**config.mk**
```make
export PLATFORM = sky130hd
export DESIGN_NAME = ese_seq
export DESIGN_NICKNAME = d
export VERILOG_FILES = /design/src/rtl/core/ese_pkg.sv /design/src/rtl/core/ese_seq.sv
export SDC_FILE = /design/constraint.sdc
export NUM_CORES = 1
export LEC_CHECK = 0
export BUFFER_PORTS_ARGS = -buffer_cell sky130_fd_sc_hd__buf_2
export CAP_MARGIN = 5
export CELL_PAD_IN_SITES_DETAIL_PLACEMENT = 0
export CELL_PAD_IN_SITES_GLOBAL_PLACEMENT = 1
export CORE_MARGIN = 8
export CORE_UTILIZATION = 22
export CTS_CLUSTER_DIAMETER = 120
export DETAILED_ROUTE_END_ITERATION = 8
export GPL_TIMING_DRIVEN = 0
export MAX_ROUTING_LAYER = met4
export PLACE_DENSITY = 0.66
export SLEW_MARGIN = 25
export SYNTH_ARGS = -nofsm -noshare
export SYNTH_HDL_FRONTEND = slang
export SYNTH_SLANG_ARGS = --single-unit
```
**constraint.sdc**
```tcl
create_clock -name i_clk -period 1.09 [get_ports i_clk]
set_input_delay 0 -clock i_clk [delete_from_list [all_inputs] [get_ports i_clk]]
set_output_delay 0 -clock i_clk [all_outputs]
set_load 0.1 [all_outputs]
```
**src/rtl/core/ese_pkg.sv**
```systemverilog
// shared types, constants and register codes for the encoder speed estimator
`timescale 1ns / 1ps
package ese_pkg;

    // default angle resolution in bits per turn
    localparam int ANGLE_BITS_DEF = 14;

    // configuration register widths and port shape
    localparam int GAIN_W     = 24;
    localparam int ALPHA_W    = 17;
    localparam int THR_W      = 31;
    localparam int CFG_DATA_W = 31;
    localparam int CFG_IDX_W  = 2;

    // register indexes on the configuration port
    localparam logic [CFG_IDX_W-1:0] CFG_SPEED_GAIN     = 2'd0;
    localparam logic [CFG_IDX_W-1:0] CFG_FILTER_ALPHA   = 2'd1;
    localparam logic [CFG_IDX_W-1:0] CFG_JUMP_THRESHOLD = 2'd2;

    // register reset values
    localparam logic [GAIN_W-1:0]  GAIN_RST  = 24'd251327;
    localparam logic [ALPHA_W-1:0] ALPHA_RST = 17'd6554;
    localparam logic [THR_W-1:0]   THR_RST   = 31'd26214400;

    // result widths
    localparam int SPEED_W = 32;
    localparam int TURN_W  = 48;

    // shared multiplier shape: signed a x signed b
    localparam int MUL_A_W = 33;
    localparam int MUL_B_W = 25;
    localparam int PROD_W  = MUL_A_W + MUL_B_W;

    // raw speed is split here for the alpha multiply
    localparam int RAW_SPLIT = 24;

    // fixed-point constants
    localparam logic [ALPHA_W-1:0] ONE_Q16    = 17'd65536;
    localparam logic [ALPHA_W-1:0] FAST_ALPHA = 17'd19661;
    localparam logic [19:0]        RPM_K_Q16  = 20'd625823;
    localparam int                 FILT_SHIFT = 16;
    localparam int                 RPM_SHIFT  = 24;
    localparam int                 FILT_ROUND = 32768;
    localparam int                 RPM_ROUND  = 8388608;

    localparam logic signed [SPEED_W-1:0] S32_MAX = 32'sh7FFF_FFFF;
    localparam logic signed [SPEED_W-1:0] S32_MIN = 32'sh8000_0000;

    // sequencer states
    typedef enum logic [3:0] {
        S_IDLE,
        S_DELTA,
        S_RAW,
        S_JUMP,
        S_LO,
        S_HI,
        S_OLD,
        S_SUM,
        S_FILT,
        S_RPM,
        S_RPMW,
        S_OUT
    } t_state;

    // operand pair chosen for the shared multiplier
    typedef enum logic [2:0] {
        MUL_NONE,
        MUL_RAW,
        MUL_LO,
        MUL_HI,
        MUL_OLD,
        MUL_RPM
    } t_mul_op;

    // datapath strobes from the sequencer
    typedef struct packed {
        logic    in_ready;
        logic    ld_delta;
        logic    ld_accum;
        logic    ld_jump;
        logic    acc_lo;
        logic    acc_hi;
        logic    acc_old;
        logic    ld_filt;
        logic    ld_rpm;
        logic    ld_out;
        t_mul_op mul_op;
    } t_ctrl;

endpackage

```
**src/rtl/core/ese_seq.sv**
```systemverilog
// sequencer stepping one sample through the shared multiplier
`timescale 1ns / 1ps
module ese_seq
    import ese_pkg::*;
(
    input  logic   i_clk,
    input  logic   i_rst_n,
    input  logic   i_in_valid,
    input  logic   i_primed,
    input  logic   i_out_free,
    output t_state o_state,
    output t_ctrl  o_ctrl
);

    t_state r_state;
    t_state n_state;

    // state register
    always_ff @(posedge i_clk) begin
        if (!i_rst_n) begin
            r_state <= S_IDLE;
        end else begin
            r_state <= n_state;
        end
    end

    // next state
    always_comb begin
        n_state = r_state;
        unique case (r_state)
            S_IDLE: begin
                if (i_in_valid) n_state = S_DELTA;
            end
            S_DELTA: n_state = i_primed ? S_RAW : S_OUT;
            S_RAW:   n_state = S_JUMP;
            S_JUMP:  n_state = S_LO;
            S_LO:    n_state = S_HI;
            S_HI:    n_state = S_OLD;
            S_OLD:   n_state = S_SUM;
            S_SUM:   n_state = S_FILT;
            S_FILT:  n_state = S_RPM;
            S_RPM:   n_state = S_RPMW;
            S_RPMW:  n_state = S_OUT;
            S_OUT: begin
                if (i_out_free) n_state = S_IDLE;
            end
            default: n_state = S_IDLE;
        endcase
    end

    // datapath strobes
    always_comb begin
        o_ctrl          = '0;
        o_ctrl.mul_op   = MUL_NONE;
        unique case (r_state)
            S_IDLE:  o_ctrl.in_ready = 1'b1;
            S_DELTA: o_ctrl.ld_delta = 1'b1;
            S_RAW: begin
                o_ctrl.ld_accum = 1'b1;
                o_ctrl.mul_op   = MUL_RAW;
            end
            S_JUMP:  o_ctrl.ld_jump = 1'b1;
            S_LO:    o_ctrl.mul_op  = MUL_LO;
            S_HI: begin
                o_ctrl.acc_lo = 1'b1;
                o_ctrl.mul_op = MUL_HI;
            end
            S_OLD: begin
                o_ctrl.acc_hi = 1'b1;
                o_ctrl.mul_op = MUL_OLD;
            end
            S_SUM:   o_ctrl.acc_old = 1'b1;
            S_FILT:  o_ctrl.ld_filt = 1'b1;
            S_RPM:   o_ctrl.mul_op  = MUL_RPM;
            S_RPMW:  o_ctrl.ld_rpm  = 1'b1;
            S_OUT:   o_ctrl.ld_out  = i_out_free;
            default: o_ctrl.in_ready = 1'b0;
        endcase
    end

    assign o_state = r_state;

endmodule

```
==> metrics.md, run 1 <==
| Metric | Value |
|---|---|
| Met2 Use GR | `27.5%` |
| Seq cells post-synth | `4` |
| GRT met3 Usage | `5.43%` |
| R2R setup slack | `-340 ps` |
| Max FFs per register | `4` |
| Clock Power Share | `9.3%` |
| Peak supply drop | `0.00135 V` |
| Drt via density | `5.15` |
| Clock sink total | `4` |
| Worst Path Arrival | `1490 ps` |
| Outcome | `finished, violations left` |
| # DRC | `0` |
| Most frequent cells in the layout | `17 x buf_12, 14 x buf_4, 11 x buf_6` |
| Period utilisation layout | `136%` |
| Synth warn | `0` |
| Sw Share | `53.3%` |
| Fin. max-slew vios | `0` |
| Failing checks | `setup timing` |
| CTS root buffer | `clkbuf_4` |
| Cell-internal power | `0.980 mW` |
| Core area | `1450 um2` |
| # rows | `14` |
| Avg WL per Cell | `19.1 um` |
| Initial Utilization | `22.8%` |
| Synthesized area per cell | `7.05 um2` |
| Sequential power share | `10.6%` |
| Syn Inst Count | `47` |
| DRT antenna net count | `0` |
| RR Startpoint | `o_state[0]` |
| HP Class | `input port to flop` |
| Final WS setup | `-398 ps` |
| Final setup vio count | `16` |
| Fraction of layout cells with a size suffix above 1 | `85.6%` |
| P&R area growth vs syn | `268%` |
| CTS tree | `yes` |
| RR Endpoint | `o_state[0]` |
| Die area | `3010 um2` |
| Leak Pwr | `0.496 nW` |
| CTS Buf Count | `3` |
| Multi-input logic area | `444 um2` |
| Antenna diodes | `0` |
| First-pass GRT wire length | `3150 um` |
| # port buffers | `21` |
| Placed cell count | `84` |
| Clock buffer depth | `2` |
| Htree depth | `1` |
| GRT Overall Usage | `15.4%` |
| Cts hold-fix bufs | `0` |
| Power density cells | `1720 nW/um2` |
| Post-route core utilization | `83.9%` |
| Final #Nets | `104` |
| Vias | `582` |
| Critical Path End Type | `output pin` |
| Syn_nets | `52` |
| Largest net degree at the start of global routing | `11` |
| Sequential share of the synthesized area | `24.2%` |
| Max Cap Violations | `0` |
| Maximum clock rate | `672 MHz` |
| Iter 0 DRT Violations | `5` |
| Hold endpoint | `o_state[0]` |
| Kind of critical path | `flop to output pin` |
| Post-synth cell types | `21` |
| Register Area | `95.1 um2` |
| Worst-skew pair later-pin latency | `250 ps` |
| Worst Reg-to-Reg Cells | `6` |
| Logic pwr share | `80.0%` |
| Non-filler cells, final | `113` |
| Initial antenna violation count | `0` |
| Number of global-route vias before repair | `615` |
| DRT Wirelength | `2150 um` |
| I/O Pins | `22` |
| Busiest grt layer | `met2` |
| Clk slew on worst S/H paths | `40 ps` |
| Filler cell count | `84` |
| Worst setup SP type | `flop` |
| Hold Fails Final Rpt | `0` |
| Routing usage on met1 | `15.0%` |
| Psw | `1.12 mW` |
| Critical hold path startpoint | `i_rst_n` |
| CP Max Fanout | `4` |
| Clk_skew | `3.65 ps` |
| Remaining Overflow, GRT | `0` |
| Die Height | `54.8 um` |
| Post-Synthesis Cell Area | `332 um2` |
| Crit path time final | `1490 ps` |
| Hpwl dp | `930 um` |
| Drt pass-1 iters | `4` |
| DIE WIDTH | `54.8 um` |
| Worst-margin pin slew | `500 ps` |
| RSZ-0062 raised after global routing | `yes` |
| Worst path required time | `1090 ps` |
| Hold Path Cell Cnt | `2` |
| Placer Congestion | `0.677` |
| Commonest non-fill, non-tap cell in the layout | `buf_12` |
| Max_slew headroom | `66.9%` |
## timing repair
action	CTS	global route
endpoints found under the hold margin	0	0
setup endpoints to repair	15	17
pin swaps	11	10
buffers inserted	20	7
resized for setup	68	11
## cell type report
| cell class | count | share of cell area [%] |
|---|---|---|
| Multi-Input combinational cell | 38 | 36.4 |
| Timing Repair Buffer | 47 | 46.3 |
| Buffer | 4 | 5.74 |
| Inverter | 1 | 0.308 |
| Clock buffer | 3 | 1.85 |
| Sequential cell | 4 | 7.79 |
| Tap cell | 16 | 1.64 |
## critical path, cell delays in order (launching register included)
cell      delay (ps)
dfxtp_4          360
buf_8            120
nand2b_4         140
mux2_4           280
o22ai_4          130
buf_12           200
## per-stage QoR
step	worst slack, ps	TNS (ps)	power, mW	area (um2)	hold slack (ps)
floorplan	-632	-5760	1.20	539	118
global placement	-421	-2590	1.33	664	270
detailed placement	-428	-2590	1.33	664	259
CTS	-370	-3650	1.97	1120	9.10
global route	-446	-4790	2.19	1220	11.1
finish	-398	-3970	2.10	1220	20.1
## logic make-up after synthesis
kind of cell | Yosys count | share of synthesized area, %
and+or+nand+nor | 27 | 44.5
AOI/OAI and AO/OA | 9 | 18.1
buffers and inverters | 5 | 7.17
DFF | 4 | 24.2
xor gates and xnor gates | 1 | 2.64
muxes | 1 | 3.40
## power by group through the flow
stage          logic (mW)  clock network, mW  registers [mW]
3_5_place_dp         1.11                  0           0.221
6_report             1.68              0.196           0.223
5_1_grt              1.74              0.218           0.227
4_1_cts              1.55              0.195           0.224
2_1_floorplan       0.812                  0           0.384
3_3_place_gp         1.11                  0           0.222
## metal layers
metal / share of wire (%) / wire, um
met2: 59 / 1280
met3: 4.8 / 103
met1: 35 / 754
met5: 0 / 0
met4: 0.70 / 15
## worst max path at each step
stage	startpoint	to	slack (ps)	cells past startpoint
2_1_floorplan	o_state[0]	o_ctrl[12]	-630	2
3_3_place_gp	o_state[0]	o_ctrl[0]	-420	5
3_5_place_dp	o_state[0]	o_ctrl[0]	-430	5
4_1_cts	o_state[0]	o_ctrl[0]	-370	5
5_1_grt	o_state[0]	o_ctrl[0]	-450	5
6_report	o_state[0]	o_ctrl[0]	-400	5
## cell usage after synthesis, drive strengths merged
| master | n | share of area (%) |
|---|---|---|
| o211ai | 1 | 2.3 |
| nor3 | 5 | 7.5 |
| or4b | 1 | 3.0 |
| nand3 | 1 | 1.5 |
| xor2 | 1 | 2.6 |
| o31a | 2 | 5.3 |
| dfxtp | 4 | 24 |
| nor3b | 1 | 2.3 |
| nor2 | 8 | 9.1 |
| o21ai | 1 | 1.5 |
| nand2b | 6 | 11 |
| a21oi | 2 | 3.0 |
| inv | 1 | 1.1 |
| and3b | 1 | 2.6 |
| mux2 | 1 | 3.4 |
| buf | 4 | 6.0 |
| nand2 | 2 | 2.3 |
| o22ai | 2 | 3.8 |
| nor4 | 1 | 1.9 |
| a21boi | 1 | 2.3 |
| nor4bb | 1 | 3.0 |
No activity file was read; power rests on OpenSTA's default activity.
==> inputs of run 2 (changes only) <==
==> constraint.sdc (replaced) <==
create_clock -name i_clk -period 1.09 [get_ports i_clk]
set_input_delay 0.109 -clock i_clk [delete_from_list [all_inputs] [get_ports i_clk]]
set_output_delay 0.109 -clock i_clk [all_outputs]
set_load 0.1 [all_outputs]
==> metrics.md, run 2 (same netlist as run 1, synthesis figures left out) <==
| Metric | Value |
|---|---|
| First-pass GRT wire length | `3090 um` |
| Period utilisation layout | `146%` |
| RR Endpoint | `o_state[0]` |
| # port buffers | `21` |
| Max_slew headroom | `67.6%` |
| Clock sink total | `4` |
| Critical Path End Type | `output pin` |
| DIE WIDTH | `54.8 um` |
| CP Capture Point | `o_ctrl[0]` |
| GRT Overall Usage | `15.2%` |
| # DRC | `0` |
| Non-filler cells, final | `118` |
| Final WS setup | `-496 ps` |
| Antenna diodes | `0` |
| Remaining Overflow, GRT | `0` |
| Kind of critical path | `flop to output pin` |
| RSZ-0062 raised after global routing | `yes` |
| Initial antenna violation count | `0` |
| Die area | `3010 um2` |
| # rows | `14` |
| DRT Wirelength | `2160 um` |
| Clk_skew | `2.92 ps` |
| Worst setup path startpoint | `o_state[0]` |
| Crit path time final | `1590 ps` |
| Maximum clock rate | `631 MHz` |
| Worst-skew pair later-pin latency | `240 ps` |
| RR Startpoint | `o_state[0]` |
| CTS Buf Count | `3` |
| Initial Utilization | `22.8%` |
| Final #Nets | `109` |
| Most frequent cells in the layout | `18 x buf_12, 17 x buf_6, 14 x buf_4` |
| Max Cap Violations | `0` |
| CTS tree | `yes` |
| Power density cells | `1670 nW/um2` |
| Placer Congestion | `0.677` |
| Failing checks | `setup timing` |
| Multi-input logic area | `447 um2` |
| HP Class | `input port to flop` |
| Core area | `1450 um2` |
| Largest net degree at the start of global routing | `11` |
| CTS root buffer | `clkbuf_4` |
| Fraction of layout cells with a size suffix above 1 | `86.3%` |
| Filler cell count | `56` |
| Worst-margin pin slew | `489 ps` |
| Worst Path Arrival | `1480 ps` |
| Setup_tns | `-6010 ps` |
| Drt pass-1 iters | `4` |
| Fin. max-slew vios | `0` |
| Final setup vio count | `19` |
| Die Height | `54.8 um` |
| Outcome | `finished, violations left` |
| Avg WL per Cell | `18.3 um` |
| Htree depth | `1` |
| Hpwl dp | `930 um` |
| Vias | `577` |
| Clk slew on worst S/H paths | `40 ps` |
| Critical hold path startpoint | `i_rst_n` |
| Post-route core utilization | `89.4%` |
| Peak supply drop | `0.00122 V` |
| Worst Reg-to-Reg Cells | `7` |
| Max FFs per register | `4` |
| Commonest non-fill, non-tap cell in the layout | `buf_12` |
| Cts hold-fix bufs | `0` |
| P&R area growth vs syn | `292%` |
| CP Max Fanout | `4` |
| DRT antenna net count | `0` |
| R2R setup slack | `-370 ps` |
| Number of global-route vias before repair | `579` |
| Iter 0 DRT Violations | `14` |
| I/O Pins | `22` |
| Hold Fails Final Rpt | `0` |
| Leak Pwr | `0.521 nW` |
| Placed cell count | `84` |
| Register Area | `95.1 um2` |
| Worst path required time | `980 ps` |
| Worst setup SP type | `flop` |
| Clock buffer depth | `2` |
| Drt via density | `4.89` |
| Worst hold slack | `132 ps` |
## run 2: cell count changes in the layout (fill, tap and decap cells not counted), sizes merged
cell / previous run / this run
buf: 51 / 56
## run 2: cell type report
class | instances | area share (%)
Timing Repair Buffer | 52 | 49.4
Multi-Input combinational cell | 38 | 34.4
Sequential cell | 4 | 7.31
Buffer | 4 | 5.39
Clock buffer | 3 | 1.73
Tap cell | 16 | 1.54
Inverter | 1 | 0.289
## run 2: through the flow
stage	setup slack (ps)	cell area, um2	power (mW)
finish	-496	1300	2.17
global route	-550	1300	2.26
CTS	-487	1150	2.01
detailed placement	-537	664	1.33
global placement	-530	664	1.33
floorplan	-741	539	1.20
## run 2: worst min-delay path by stage
stage | end | cells after the start | slack [ps]
finish | o_state[0] | 2 | 130
global placement | o_state[0] | 2 | 380
global route | o_state[0] | 2 | 130
floorplan | o_state[0] | 1 | 230
detailed placement | o_state[0] | 2 | 370
CTS | o_state[0] | 2 | 120
## run 2: power by group
part / internal (mW) / switching (mW) / total, mW
clock: 0.124 / 0.0668 / 0.190
combinational: 0.735 / 1.03 / 1.76
sequential: 0.179 / 0.0424 / 0.221
total: 1.04 / 1.14 / 2.17
## run 2: layer usage
metal / vias up / part of all wire [%] / wire (um) / track usage (%)
li1: 279 / - / - / -
met1: 277 / 37 / 809 / 16.0
met2: 19 / 57 / 1230 / 26.8
met3: 2 / 4.7 / 101 / 4.62
met4: 0 / 0.97 / 21 / 3.69
met5: - / 0 / 0 / -
## run 2: repair_timing
item | 4_1_cts | 5_1_grt
resized for setup | 78 | 12
setup endpoints to repair | 19 | 19
pin swaps | 11 | 13
buffers inserted | 20 | 13
## run 2: worst max-delay path, stage by stage, from the launching register on
cell      delay (ps)
dfxtp_4          350
buf_8            120
nand2b_4         140
mux2_4           280
o22ai_4          130
buf_12           200
